### src/mssu_pkg.sv
// ----------------------------------------------------------------------------
// mssu_pkg: shared types and constants of the merge sorter
// key and handle port widths, key order and the merge control bundle
// ----------------------------------------------------------------------------
package mssu_pkg;

  localparam int unsigned KEY_BITS    = 32;
  localparam int unsigned HANDLE_PORT = 16;

  // control bundle from the merge sequencer to the datapath
  typedef struct packed {
    logic wr_en;     // write one merged entry into the destination bank
    logic src_bank;  // bank being read in this pass
    logic take_b;    // entry comes from the right run
    logic done;      // sort finished this cycle
    logic fin_bank;  // bank holding the sorted batch
  } mrg_ctl_t;

  // signed less-than on raw keys
  function automatic logic key_less(input logic [KEY_BITS-1:0] a,
                                    input logic [KEY_BITS-1:0] b);
    key_less = $signed(a) < $signed(b);
  endfunction

endpackage

### src/mssu_merge.sv
// ----------------------------------------------------------------------------
// mssu_merge: bottom-up merge sequencer
// walks run pairs pass by pass with one shared key comparator, ping-pong banks
// ----------------------------------------------------------------------------
module mssu_merge #(
  parameter int unsigned MAX_ENTRIES = 32
) (
  input  logic                                 clk_i,
  input  logic                                 rst_ni,
  input  logic                                 start_i,
  input  logic [$clog2(MAX_ENTRIES+1)-1:0]     n_i,
  input  logic [mssu_pkg::KEY_BITS-1:0]        key_a_i,
  input  logic [mssu_pkg::KEY_BITS-1:0]        key_b_i,
  output logic [$clog2(MAX_ENTRIES)-1:0]       raddr_a_o,
  output logic [$clog2(MAX_ENTRIES)-1:0]       raddr_b_o,
  output logic [$clog2(MAX_ENTRIES)-1:0]       waddr_o,
  output mssu_pkg::mrg_ctl_t                   ctl_o
);

  localparam int unsigned AW   = $clog2(MAX_ENTRIES);
  localparam int unsigned CNTW = $clog2(MAX_ENTRIES + 1);
  localparam int unsigned CW   = AW + 2;

  typedef enum logic [2:0] {
    M_IDLE = 3'b001,
    M_READ = 3'b010,
    M_STEP = 3'b100
  } mrg_state_e;

  mrg_state_e state_q, state_d;
  logic [CNTW-1:0] n_q, n_d;
  logic [CW-1:0] w_q, w_d, i_q, i_d, j_q, j_d, k_q, k_d, mid_q, mid_d, hi_q, hi_d;
  logic src_q, src_d;

  logic [CW-1:0] n_ext, run_lo, run_w, sum_mid, sum_hi, mid_c, hi_c;
  logic [CW-1:0] k_inc, w_dbl;
  logic take_b, run_end, pass_end, setup;

  assign n_ext   = (state_q == M_IDLE) ? CW'(n_i) : CW'(n_q);
  assign sum_mid = run_lo + run_w;
  assign sum_hi  = sum_mid + run_w;
  assign mid_c   = (sum_mid < n_ext) ? sum_mid : n_ext;
  assign hi_c    = (sum_hi < n_ext) ? sum_hi : n_ext;

  // left run wins unless its key is strictly less
  assign take_b = (i_q >= mid_q) ||
                  ((j_q < hi_q) && mssu_pkg::key_less(key_a_i, key_b_i));
  assign k_inc    = k_q + CW'(1);
  assign w_dbl    = w_q << 1;
  assign run_end  = (k_inc == hi_q);
  assign pass_end = run_end && (hi_q >= n_ext);

  always_comb begin
    state_d = state_q;
    n_d     = n_q;
    w_d     = w_q;
    i_d     = i_q;
    j_d     = j_q;
    k_d     = k_q;
    mid_d   = mid_q;
    hi_d    = hi_q;
    src_d   = src_q;
    run_lo  = hi_q;
    run_w   = w_q;
    setup   = 1'b0;
    ctl_o   = '0;
    ctl_o.src_bank = src_q;
    ctl_o.take_b   = take_b;
    case (state_q)
      M_IDLE: begin
        run_lo = '0;
        run_w  = CW'(1);
        if (start_i) begin
          n_d   = n_i;
          w_d   = CW'(1);
          src_d = 1'b0;
          if (n_ext <= CW'(1)) begin
            ctl_o.done     = 1'b1;
            ctl_o.fin_bank = 1'b0;
          end else begin
            setup   = 1'b1;
            state_d = M_READ;
          end
        end
      end
      M_READ: begin
        state_d = M_STEP;
      end
      M_STEP: begin
        ctl_o.wr_en = 1'b1;
        k_d = k_inc;
        if (take_b) begin
          j_d = j_q + CW'(1);
        end else begin
          i_d = i_q + CW'(1);
        end
        state_d = M_READ;
        if (pass_end) begin
          src_d  = ~src_q;
          w_d    = w_dbl;
          run_lo = '0;
          run_w  = w_dbl;
          if (w_dbl >= n_ext) begin
            ctl_o.done     = 1'b1;
            ctl_o.fin_bank = ~src_q;
            state_d        = M_IDLE;
          end else begin
            setup = 1'b1;
          end
        end else if (run_end) begin
          setup = 1'b1;
        end
      end
      default: begin
        state_d = M_IDLE;
      end
    endcase
    if (setup) begin
      i_d   = run_lo;
      j_d   = mid_c;
      k_d   = run_lo;
      mid_d = mid_c;
      hi_d  = hi_c;
    end
  end

  always_ff @(posedge clk_i or negedge rst_ni) begin
    if (!rst_ni) begin
      state_q <= M_IDLE;
      src_q   <= 1'b0;
    end else begin
      state_q <= state_d;
      src_q   <= src_d;
    end
  end

  always_ff @(posedge clk_i) begin
    n_q   <= n_d;
    w_q   <= w_d;
    i_q   <= i_d;
    j_q   <= j_d;
    k_q   <= k_d;
    mid_q <= mid_d;
    hi_q  <= hi_d;
  end

  assign raddr_a_o = i_q[AW-1:0];
  assign raddr_b_o = j_q[AW-1:0];
  assign waddr_o   = k_q[AW-1:0];

endmodule

### config.mk
export PLATFORM = sky130hd
export DESIGN_NAME = mssu_merge
export DESIGN_NICKNAME = d
export VERILOG_FILES = /design/src/mssu_pkg.sv /design/src/mssu_merge.sv
export SDC_FILE = /design/constraint.sdc
export NUM_CORES = 1
export LEC_CHECK = 0
export ABC_AREA = 1
export ABC_CLOCK_PERIOD_IN_PS = 4950
export BUFFER_PORTS_ARGS = -buffer_cell sky130_fd_sc_hd__buf_4
export CAP_MARGIN = 20
export CELL_PAD_IN_SITES_DETAIL_PLACEMENT = 1
export CELL_PAD_IN_SITES_GLOBAL_PLACEMENT = 2
export CORE_UTILIZATION = 29
export CTS_CLUSTER_DIAMETER = 100
export CTS_CLUSTER_SIZE = 40
export DETAILED_ROUTE_END_ITERATION = 12
export PLACE_DENSITY_LB_ADDON = 0.1
export SYNTH_ARGS = -nofsm -noshare
export SYNTH_HDL_FRONTEND = slang
export SYNTH_SLANG_ARGS = --single-unit
### constraint.sdc
create_clock -name clk_i -period 4.95 [get_ports clk_i]
set_clock_uncertainty 0.05 [all_clocks]
set_input_delay 0.495 -clock clk_i [delete_from_list [all_inputs] [get_ports clk_i]]
set_output_delay 0.495 -clock clk_i [all_outputs]
set_load 0.1 [all_outputs]
After elaboration in Yosys (flattened, before gate mapping)
Index checks and enable logic that the tools add are counted.
{"block": "word_totals", "regBits": 52, "in_bits": 73, "output_inout_bits": 20}
{"block": "classes", "n_addsub": 5, "order_cmp": 8, "eq_ne": 8, "muxes": 37, "n_bitwise": 1, "n_reduce_logical": 12}
{"op": "7-bit 2-to-1 mux", "n": 13}
{"op": "7-bit one-hot mux with 2 select lines", "n": 3}
{"op": "32-bit less-than comparator", "n": 1}
{"op": "7-bit by 1-bit adder with 7-bit output (second input constant)", "n": 3}
{"op": "7-bit adder", "n": 2}
{"op": "7-bit by 6-bit greater-or-equal comparator with 1-bit output", "n": 2}
{"op": "7-bit by 6-bit less-than comparator with 1-bit output", "n": 2}
{"op": "2-bit 2-to-1 mux", "n": 6}
{"op": "2-bit AND reduction", "n": 5}
{"op": "3-bit one-hot mux with 3 select lines", "n": 1}
{"op": "1-bit 2-to-1 mux", "n": 8}
{"op": "7-bit equality test", "n": 1}
{"op": "7-bit greater-or-equal comparator", "n": 1}
{"op": "7-bit less-than comparator", "n": 1}
{"op": "6-bit by 1-bit <= comparator with 1-bit output (second input constant)", "n": 1}
{"op": "3-bit 2-to-1 mux", "n": 2}
{"op": "6-bit 2-to-1 mux", "n": 1}
{"op": "2-bit inequality test (second input constant)", "n": 3}
{"op": "2-bit nonzero test", "n": 3}
{"op": "1-bit one-hot mux with 2 select lines", "n": 2}
{"op": "2-bit one-hot mux with 2 select lines", "n": 1}
{"op": "3-bit by 1-bit equality test with 1-bit output (second input constant)", "n": 1}
{"op": "3-bit by 2-bit equality test with 1-bit output (second input constant)", "n": 1}
{"op": "3-bit equality test (second input constant)", "n": 1}
{"op": "other kinds (5)", "n": 6}

Depth between registers and ports, before layout
Gate-level depths: netlist of the first run.
{"block": "depth", "depth_word": 10, "depth_mapped": 43, "ltp_nobuf": 41}

Worst setup path after synthesis of the first run
No wires, ideal clock.
{"block": "synth_timing", "kind": "register to register", "from": "reg state_q[0]", "to": "reg hi_q[4] (data pin)", "setup_time_ns": 0.252, "t_arrival_ns": 4.854, "required_ns": 4.648, "path_slack_ns": -0.207, "stages_incl_launch_ff": 41, "path_buffers": 2, "path_cell_list": "dfstp_2 nand3_4 buf_6 nand2_1 o21ai_4 ha_1 inv_1 nand3_1 nand3_1 nand2_1 nand2_1 nand2_1 nand2_1 nand2_1 nand2_1 nand2_1 nand2_1 buf_2 [5 not listed] and2_1 xor2_1 inv_1 ha_1 a21oi_1 inv_1 a31oi_1 inv_1 a21oi_1 nor2_1 nor2_1 inv_1 nand3_1 nand3_1 nor2_1 nand2_2 nand3b_1 nand2_1"}
{"block": "synth_between", "elab_chain_cells": 10, "elab_cells_between_ends": 13, "classes_between": "add/sub: 2; order compare: 2; eq/ne: 2; mux: 6; reduce/logical: 1"}
{"element": "from (decl)", "line_no": "mssu_merge.sv:30", "text": "mrg_state_e state_q, state_d;"}
{"element": "from (signal assigned)", "line_no": "mssu_merge.sv:132", "text": "state_q <= state_d;"}
{"element": "3-bit by 1-bit equality test with 1-bit output", "line_no": "mssu_merge.sv:39, mssu_merge.sv:69"}
{"element": "6-bit 2-to-1 mux", "line_no": "mssu_merge.sv:39", "text": "assign n_ext = (state_q == M_IDLE) ? CW'(n_i) : CW'(n_q);"}
{"element": "7-bit by 6-bit greater-or-equal comparator with 1-bit output", "line_no": "mssu_merge.sv:51", "text": "assign pass_end = run_end && (hi_q >= n_ext);"}
{"element": "1-bit logical AND", "line_no": "mssu_merge.sv:51"}
{"element": "7-bit 2-to-1 mux", "line_no": "mssu_merge.sv:98", "text": "if (pass_end) begin"}
{"element": "7-bit one-hot mux with 2 select lines", "line_no": "mssu_merge.sv:69", "text": "case (state_q)"}
{"element": "7-bit adder", "line_no": "mssu_merge.sv:40", "text": "assign sum_mid = run_lo + run_w;"}
{"element": "7-bit adder", "line_no": "mssu_merge.sv:41", "text": "assign sum_hi = sum_mid + run_w;"}
{"element": "7-bit by 6-bit less-than comparator with 1-bit output", "line_no": "mssu_merge.sv:43", "text": "assign hi_c = (sum_hi < n_ext) ? sum_hi : n_ext;"}
{"element": "7-bit 2-to-1 mux (*)", "line_no": "mssu_merge.sv:43"}
{"element": "via hi_c[4]", "line_no": "mssu_merge.sv:35", "text": "logic [CW-1:0] n_ext, run_lo, run_w, sum_mid, sum_hi, mid_c, hi_c;"}
{"element": "to (signal assigned)", "line_no": "mssu_merge.sv:144", "text": "hi_q <= hi_d;"}
{"element": "to (decl)", "line_no": "mssu_merge.sv:32", "text": "logic [CW-1:0] w_q, w_d, i_q, i_d, j_q, j_d, k_q, k_d, mid_q, mid_d, hi_q, hi_d;"}
Mark *: on every way through the listed nets, which the timed path passes. The rest lies on a longest branch.
A chain may end at the register's enable or synchronous reset.

Worst setup path after layout of the first run
{"block": "layout_timing", "from": "reg state_q[0]", "to": "reg hi_q[5] (data pin)"}
The elaborated chain is that of the path after synthesis.

==> flow_summary_export.csv, run 1 <==
group,metric,value,unit
worst_setup_path,path_common_cell,"nand2_1",
status,status,"complete, but fails checks",
sta,worstMarginPinSlew,0.6542,ns
worst_setup_path,path_class,"register to register",
worst_setup_path,start_kind,"register",
grt,first_global_vias,5395,
worst_setup_path,endpoint_kind,"register",
grt,grt_start_max_net_pins,40,
worst_setup_path,r2r_cells,34,
clocking,cts-root-buf,"clkbuf_16",
layout,layout.nets,980,
flow_run,max-cap-violations,0,
synthesis,yosys_warnings,0,
worst_setup_path,cpLargestDelayFamily,"simple AND/OR/NAND/NOR gates",
sta,final_hold_viol_count,0,
placed_design,dp_cells,1014,
layout,finalNonFillerCells,1057,
synthesis,synth_area,0.005045,mm^2
routing,first_iter_violations,209,
synthesis,synthArstFlopShare,0.07692,
grt,grt_usage,0.2008,
worst_setup_path,crit_buf_inv,3,
grt,grt_pass1_wl,27720,um
worst_setup_path,required,4.97,ns
sta,rsz0062_at_grt,"true",
clocking,cts_max_path_buffers,2,
synthesis,netlist.area_leader.share,0.2857,
min_path,hold_depth,1,
sta,relSlewSlack,0.5622,
clocking,cts_buffers,5,
routing,ant_nets,0,
clocking,h-tree-depth,2,
placed_design,place.gp.congestion,0.8227,
routing,vias_per_cell,4.774,
clocking,clock_latency,0.31,ns
sta,setup-violations-final,6,
floorplan,coreArea,0.01676,mm^2
synthesis,synth_edf_count,48,
routing,drc_errors,0,
worst_setup_path,cp_max_fo,7,
floorplan,io_pins,93,
status,violations,"negative setup slack",
placed_design,place_hpwl,14160,um
floorplan,die_w,133.9,um
layout,drive_above_1_share,0.3704,
routing,wl_per_cell,16.88,um
clocking,tritoncts,"built",
worst_setup_path,cp.arrival,5.03,ns
sta,slew_viol_final,0,
worst_setup_path,worst-r2r-setup-slack,-0.07,ns
sta,min_period,5.017,ns
worst_setup_path,max_stage_delay,0.56,ns
worst_setup_path,path_depth,34,
grt,antenna_found_initial,0,
clocking,path_clk_slew,0.08,ns
routing,drtPass1Iterations,4,
synthesis,yosysTopAreaCell,"edfxtp_1",
synthesis,synthCells,659,
floorplan,start_util,0.3010,
synthesis,synth_area_leaders,"edfxtp_1, ha_1, nand2_1, inv_1, nand3_1",
synthesis,ys_ff_latch,52,
sta,fin_crit_sh,1.014,
placed_design,port_buffers,92,
routing,via_count,5046,
sta,max_freq,0.1993,GHz
synthesis,postSynthAreaPerCell,7.655,um^2
clocking,clock_sinks,52,
synthesis,synth_flop_cell,"edfxtp_1",
layout,syn_to_final_growth,45.26,%
sta,setup_ws,-0.06710,ns
floorplan,die-area,0.01793,mm^2
routing,wl,17840,um
layout,diodes,0,
worst_setup_path,cpMaxStageDelayCell,"dfstp_2",
floorplan,die_y,133.9,um
grt,grt-ovfl-total,0,
synthesis,synth.yosys.seq_area_share,0.3058,
min_path,min_path_type,"primary input to register",
floorplan,rows,47,
synthesis,synth_cell_types,45,
-- cell usage after synthesis (2+ instances only) --
cell      instances
a21oi_1          41
and2_1            7
buf_4            17
buf_6             4
dfrtp_1           3
edfxtp_1         48
fa_1              2
ha_1             69
inv_1           118
inv_2             6
nand2_1         150
nand2_2           4
nand3_1          50
nand3_2           3
nand3b_1          3
nand4_1          11
nor2_1           29
nor3_1            7
o211ai_1          3
o21a_1            4
o21ai_0          30
o21ai_1           4
o21ai_4           2
o21bai_1          5
o221ai_1          2
or2_2             2
xnor2_1           6
xor2_1           12
-- per-layer routing --
layer	wire length, um	part of all wire	global-route usage
met1	7634	0.43	0.2460
met4	416	0.023	0.06187
met5	0	0	0.005556
met3	656	0.037	0.02192
met2	9137	0.51	0.3650
-- stage by stage --
stage / util / hold WS (ns) / cell area (um^2) / TNS, ns / setup WS [ns]
after floorplan: - / 0.1494 / 5105 / -0.1298 / -0.02890
after CTS: 0.4176 / 0.3129 / 6999 / -0.09176 / -0.02661
final: 0.4373 / 0.3182 / 7328 / -0.3099 / -0.06710
after detailed placement: 0.3804 / 0.2481 / 6375 / -1.485 / -0.2572
after global placement: 0.3804 / 0.2461 / 6375 / -0.7861 / -0.1384
after global routing: 0.4373 / 0.3118 / 7328 / -3.164 / -0.3966
-- placed cells by master (no fill, tap or decap), types with 4 or more instances in the layout --
cell / instances
a21oi_1: 30
a21oi_2: 7
a21oi_4: 5
and2_4: 4
buf_4: 182
buf_6: 8
clkbuf_16: 5
edfxtp_1: 48
ha_1: 58
ha_4: 10
inv_1: 105
inv_2: 18
nand2_1: 139
nand2_2: 10
nand2_4: 5
nand3_1: 38
nand3_2: 13
nand4_1: 11
nor2_1: 24
nor3_1: 6
o21a_1: 4
o21ai_0: 23
o21ai_1: 5
o21ai_4: 6
o21bai_4: 4
xnor2_1: 5
xor2_1: 6
xor2_2: 5
-- path summary, 6_finish.rpt --
kind | to | start
max in group asynchronous | state_q[0] | rst_ni
setup / recovery | hi_q[5] | state_q[0]
min in group asynchronous | state_q[2] | rst_ni
hold reg to reg | state_q[2] | state_q[2]
setup reg to reg | hi_q[5] | state_q[0]
hold / removal | n_q[4] | n_i[4]
-- timing repair --
action                                  4_1_cts  5_1_grt
hold buffers                                  1        0
endpoints found under the setup margin        8       18
hold endpoints to repair                      3        0
buffers inserted                             26        8
pin swaps                                    32       42
resized for setup                            61       53
-- state kept, by name (all words and copies together), names as in the netlist --
signal,flops
hi_q,7
i_q,7
j_q,7
k_q,7
mid_q,7
w_q,7
n_q,6
state_q,3
src_q,1
-- final cells by class --
| type | count | area [um^2] |
|---|---|---|
| Clock buffer | 5 | 125.1 |
| Clock inverter | 3 | 21.27 |
| Fill cell | 2031 | 9432 |
| Inverter | 124 | 469.2 |
| Multi-Input combinational cell | 461 | 3421 |
| Sequential cell | 52 | 1543 |
| Tap cell | 220 | 275.3 |
| Timing Repair Buffer | 192 | 1474 |
-- logic make-up (layout without fill, tap and decap cells) --
group / count (synthesis) / in the layout / synth area share
xor+xnor: 18 / 18 / 0.03125
fa+ha+maj: 71 / 71 / 0.1791
simple gates: 269 / 269 / 0.2369
other cells: 1 / 2 / 0.0007433
flops: 52 / 52 / 0.3058
buf+inv: 147 / 324 / 0.1282
compound gates: 101 / 101 / 0.1181
Power of run 1 is left out: the tool's default activity adds up to more than one toggle a clock period on the data nets, which glitch-free logic cannot reach.
==> run 2, diff against run 1 <==
- SETUP_SLACK_MARGIN: not set -> 0.3
==> flow_summary_export.csv, run 2 (synthesis gave the netlist of run 1 again) <==
group,metric,value,unit
layout,multiInputGateArea,0.003373,mm^2
worst_setup_path,cpMaxStageDelayCell,"dfstp_2",
min_path,hold_depth,1,
sta,min_period,5.151,ns
flow_run,max-cap-violations,0,
placed_design,place_hpwl,14160,um
sta,fin_crit_sh,1.041,
worst_setup_path,cp.arrival,5.17,ns
status,status,"complete, but fails checks",
layout,syn_to_final_growth,44.15,%
routing,wl_met3,582,um
routing,drtPass1Iterations,4,
worst_setup_path,start_kind,"register",
worst_setup_path,path_class,"register to register",
min_path,min_from,"n_i[4]",
layout,finalNonFillerCells,1055,
clocking,clock_latency,0.31,ns
routing,top_layer_used,"met4",
routing,wl_per_cell,16.90,um
sta,setup-violations-final,6,
sta,final_hold_viol_count,0,
grt,antenna_found_initial,0,
clocking,cts-root-buf,"clkbuf_16",
sta,rsz0062_at_grt,"true",
floorplan,start_util,0.3010,
layout,most-common-layout-cells,"buf_4, nand2_1, inv_1, ha_1, edfxtp_1",
worst_setup_path,r2r_cells,33,
grt,grt-ovfl-total,0,
worst_setup_path,path_common_cell,"nand2_1",
layout,drive_above_1_share,0.3653,
min_path,min_path_type,"primary input to register",
clocking,tritoncts,"built",
routing,wl_met2,9149,um
routing,vias_per_cell,4.777,
floorplan,io_pins,93,
grt,grt_usage,0.2030,
floorplan,coreArea,0.01676,mm^2
sta,whs,0.3163,ns
worst_setup_path,required,4.96,ns
clocking,cts_buffers,5,
routing,first_iter_violations,193,
routing,drc_errors,0,
sta,setup_ws,-0.2005,ns
status,violations,"negative setup slack",
layout,area.sequential,0.001543,mm^2
routing,via_count,5040,
worst_setup_path,cp-startpoint,"state_q[0]",
floorplan,rows,47,
sta,relSlewSlack,0.5570,
floorplan,die_w,133.9,um
grt,grt_start_max_net_pins,40,
routing,m1WireLength,7669,um
sta,max_freq,0.1942,GHz
grt,grt_pass1_wl,28010,um
placed_design,place.gp.congestion,0.8227,
sta,worstMarginPinSlew,0.6621,ns
worst_setup_path,cp_max_fo,7,
clocking,path_clk_slew,0.08,ns
clocking,clock_sinks,52,
worst_setup_path,endpoint_kind,"register",
clocking,h-tree-depth,2,
layout,layout.nets,978,
routing,wl,17830,um
placed_design,port_buffers,92,
clocking,cts_max_path_buffers,2,
routing,ant_nets,0,
placed_design,dp_cells,1014,
worst_setup_path,r2r_start,"state_q[0]",
layout,diodes,0,
grt,first_global_vias,5416,
floorplan,die-area,0.01793,mm^2
layout,fillCellCount,2041,
worst_setup_path,max_stage_delay,0.56,ns
sta,slew_viol_final,0,
floorplan,die_y,133.9,um
layout,final_common_cell,"buf_4",
[run 2: cell types whose count changed in the layout (fill, tap and decap cells not counted), moves of 2 or more]
cell     before  now
buf_4       182  179
nand2_1     139  137
a21oi_2       7    9
nand2_2      10   13
inv_2        18   16
ha_4         10    8
ha_1         58   60
a21oi_4       5    3
[run 2: final cells by class]
cell class / instances / share of cell area
repair buffers: 190 / 0.2011
clock buffers: 5 / 0.01721
flip-flops and latches: 52 / 0.2121
clock inverters: 3 / 0.002925
well taps: 220 / 0.03785
multi-input cells: 461 / 0.4639
inverters: 124 / 0.06487
[run 2: final timing paths]
kind | endpoint | slack, ns
worst min-delay path | n_q[4] | 0.32
worst max-delay path | hi_q[0] | -0.20
worst min register to register | state_q[2] | 0.41
worst max register to register | hi_q[0] | -0.20
max in group asynchronous | state_q[0] | 4.19
min in group asynchronous | state_q[2] | 0.47
[run 2: metal layers]
metal | GRT usage | vias up
met5 | 0 | -
met4 | 0.05871 | 0
met3 | 0.02268 | 25
met2 | 0.3728 | 88
met1 | 0.2472 | 2424
li1 | - | 2503
[run 2: through the flow]
| stage | setup TNS [ns] | utilization | cell area (um^2) | worst slack (ns) |
|---|---|---|---|---|
| floorplan | -0.1298 | - | 5105 | -0.02890 |
| global placement | -0.7861 | 0.3804 | 6375 | -0.1384 |
| detailed placement | -1.485 | 0.3804 | 6375 | -0.2572 |
| CTS | -0.09176 | 0.4204 | 7046 | -0.02661 |
| global route | -3.904 | 0.4339 | 7272 | -0.4564 |
| finish | -1.166 | 0.4339 | 7272 | -0.2005 |
[run 2: critical path: cells and delay by family (launching register included)]
| family | cells | cell delay (ns) |
|---|---|---|
| buf+inv | 5 | 0.37 |
| compound gates | 6 | 1.02 |
| xor+xnor | 2 | 0.39 |
| flops | 1 | 0.56 |
| fa+ha+maj | 5 | 1.38 |
| simple gates | 15 | 1.13 |
[run 2: what timing repair did]
action,4_1_cts,5_1_grt
endpoints found under the setup margin,18,18
pin swaps,36,44
gates resized for setup,68,42
setup buffers,26,5
hold endpoints to repair,3,0
hold buffers,1,0
Power of run 2 is left out for the same reason.
==> run 3, diff against run 2 <==
- ABC_AREA: 1 -> not set
- CORE_UTILIZATION: 29 -> 32
==> flow_summary_export.csv, run 3 <==
group,metric,value,unit
status,status,"complete, but fails checks",
status,violations,"negative setup slack",
clocking,cts_max_path_buffers,2,
grt,met3_usage,0.02446,
routing,wl_per_cell,17.75,um
grt,grt_util_met2,0.3637,
synthesis,synth_area,0.004972,mm^2
synthesis,synth.yosys.seq_area_share,0.3103,
synthesis,synth_commonest_cells,"inv_1, ha_1, edfxtp_1, nand2_1, a21o_1",
synthesis,synth-simple-area-share,0.1210,
layout,multiInputGateArea,0.003503,mm^2
grt,top_usage_layer,"met2",
clocking,clock_sinks,52,
synthesis,yosys_warnings,0,
worst_setup_path,cpMaxStageDelayCell,"fa_2",
floorplan,coreArea,0.01520,mm^2
synthesis,ys_ff_latch,52,
grt,grt_usage,0.1995,
synthesis,netlist.area_leader.share,0.2899,
clocking,tritoncts,"built",
pwr,power.density,131.5,mW/mm^2
pwr,power_leakage,3.405,nW
routing,wl,15800,um
floorplan,io_pins,93,
sta,fin_crit_sh,1.145,
worst_setup_path,crit_buf_inv,4,
floorplan,die_y,126.7,um
layout,syn_to_final_growth,45.09,%
sta,setup-violations-final,18,
synthesis,synth_mux_area_frac,0.05536,
synthesis,yosysMostFrequentCell,"inv_1",
synthesis,synthArstFlopShare,0.07692,
synthesis,synth_cell_types,61,
clocking,path_clk_slew,0.07,ns
synthesis,synth_compound_area_frac,0.1668,
flow_run,max-cap-violations,0,
worst_setup_path,cp_cell_sequence,"nor3b_4 > nor2_1 > a21oi_2 > inv_1 > ha_1 > nor2b_1 > maj3_2 > a211oi_4 > buf_4 > o21ai_4 > mux2i_1 > nor2_2 > a21oi_2 > fa_2 > inv_4 > fa_2 > xor2_2 > ha_1 > a311oi_1 > nand2_1 > a41o_1 > a311oi_4 > buf_6 > mux2_4",
routing,drtPass1Iterations,4,
placed_design,dp_cells,862,
layout,drive_above_1_share,0.4060,
floorplan,rows,45,
clocking,h-tree-depth,2,
routing,via_count,4431,
sta,min_period,5.668,ns
worst_setup_path,cp_max_fo,6,
worst_setup_path,path_class,"register to register",
placed_design,place_area,0.006485,mm^2
worst_setup_path,max_stage_delay,0.61,ns
floorplan,die-area,0.01604,mm^2
routing,first_iter_violations,206,
sta,final_hold_viol_count,0,
grt,grt-ovfl-total,0,
layout,finalNonFillerCells,890,
synthesis,synth_edf_count,48,
sta,max_freq,0.1764,GHz
sta,slew_viol_final,0,
worst_setup_path,start_kind,"register",
synthesis,synth_top_family_by_area,"adder cells",
worst_setup_path,required,4.96,ns
layout,most-common-layout-cells,"buf_4, inv_1, ha_1, edfxtp_1, nand2_1",
worst_setup_path,cpLargestDelayFamily,"adder cells",
grt,grt_pass1_wl,24650,um
layout,diodes,0,
grt,antenna_found_initial,0,
sta,rsz0062_at_grt,"true",
layout,layout.nets,846,
synthesis,postSynthAreaPerCell,9.489,um^2
min_path,min_path_type,"primary input to register",
routing,drc_errors,0,
clocking,cts-root-buf,"clkbuf_16",
grt,grt_start_max_net_pins,24,
clocking,cts_buffers,5,
grt,first_global_vias,4699,
synthesis,synth-adder-area-share,0.1857,
layout,fillCellCount,1727,
grt,grt_use_met1,0.2501,
floorplan,die_w,126.7,um
layout,stdcell_area,0.007214,mm^2
layout,final_common_cell,"buf_4",
worst_setup_path,cp.arrival,5.67,ns
synthesis,synth_area_leaders,"edfxtp_1, ha_1, inv_1, a21o_1, xnor2_1",
synthesis,synthCells,524,
synthesis,yosysTopAreaCell,"edfxtp_1",
routing,ant_nets,0,
sta,worstMarginPinSlew,0.8064,ns
clocking,clock_latency,0.30,ns
synthesis,synth-xor-area-share,0.07096,
placed_design,place.gp.congestion,0.8180,
sta,setup_ws,-0.7176,ns
placed_design,port_buffers,92,
sta,relSlewSlack,0.4618,
placed_design,place_hpwl,12670,um
worst_setup_path,endpoint_kind,"register",
pwr,peakVddDrop,0.1128,mV
layout,area.sequential,0.001543,mm^2
synthesis,synth_flop_cell,"edfxtp_1",
routing,vias_per_cell,4.979,
floorplan,start_util,0.3271,
[run 3: path summary, 6_finish.rpt]
kind / startpoint / to / slack (ns) / depth (start not counted)
worst max-delay path: state_q[0] / hi_q[4] / -0.72 / 24
worst min-delay path: n_i[3] / n_q[3] / 0.33 / 1
worst max register to register: state_q[0] / hi_q[4] / -0.72 / 24
worst min register to register: src_q / src_q / 0.47 / 1
max in group asynchronous: rst_ni / state_q[0] / 4.18 / 2
min in group asynchronous: rst_ni / src_q / 0.49 / 2
[run 3: area by class of cell]
type | instances | share of cell area
repair buffers | 197 | 0.2121
inverters | 70 | 0.03677
clock inverters | 2 | 0.001734
clock buffers | 5 | 0.01734
well taps | 188 | 0.03260
flip-flops and latches | 52 | 0.2138
multi-input cells | 376 | 0.4856
[run 3: through the flow]
step | util | setup TNS (ns) | hold WS (ns) | setup slack, ns | power, mW
final | 0.4746 | -7.526 | 0.3345 | -0.7176 | 0.9486
after floorplan | - | -3.628 | 0.1494 | -0.6673 | 0.5396
after detailed placement | 0.4266 | -6.580 | 0.2469 | -0.8074 | 0.6027
after global routing | 0.4746 | -11.55 | 0.3331 | -0.9379 | 0.9862
after global placement | 0.4266 | -4.134 | 0.2469 | -0.6029 | 0.5989
after CTS | 0.4536 | -5.000 | 0.3327 | -0.7530 | 0.9581
[run 3: cell families after synthesis]
logic type | Yosys count
DFF | 52
AOI/OAI and AO/OA | 121
and+or+nand+nor | 122
xor gates and xnor gates | 34
other | 1
adders and majority gates | 73
muxes | 24
buffers and inverters | 97
[run 3: power breakdown]
group | switching, mW | total (mW) | internal, mW | leakage, nW
Combinational | 0.0496 | 0.117 | 0.0676 | 2.85
Clock | 0.172 | 0.356 | 0.185 | 0.0657
Sequential | 0 | 0.475 | 0.475 | 0.488
Total | 0.221 | 0.949 | 0.727 | 3.41
[run 3: repair_timing]
action                                  CTS  global route
endpoints found under the setup margin   18            18
cloned                                    1             1
endpoints found under the hold margin     3             0
hold buffers                              1             0
pin swaps                                24            25
resized for setup                        30            45
buffers inserted                          7            10
[run 3: metal layers]
metal | vias to the layer above | part of all wire | wire length (um)
met3 | 11 | 0.037 | 580
met4 | 0 | 0.013 | 205
met2 | 93 | 0.51 | 7984
li1 | 2207 | - | -
met5 | - | 0 | 0
met1 | 2120 | 0.44 | 7026
No activity file was read; power rests on OpenSTA's default activity.
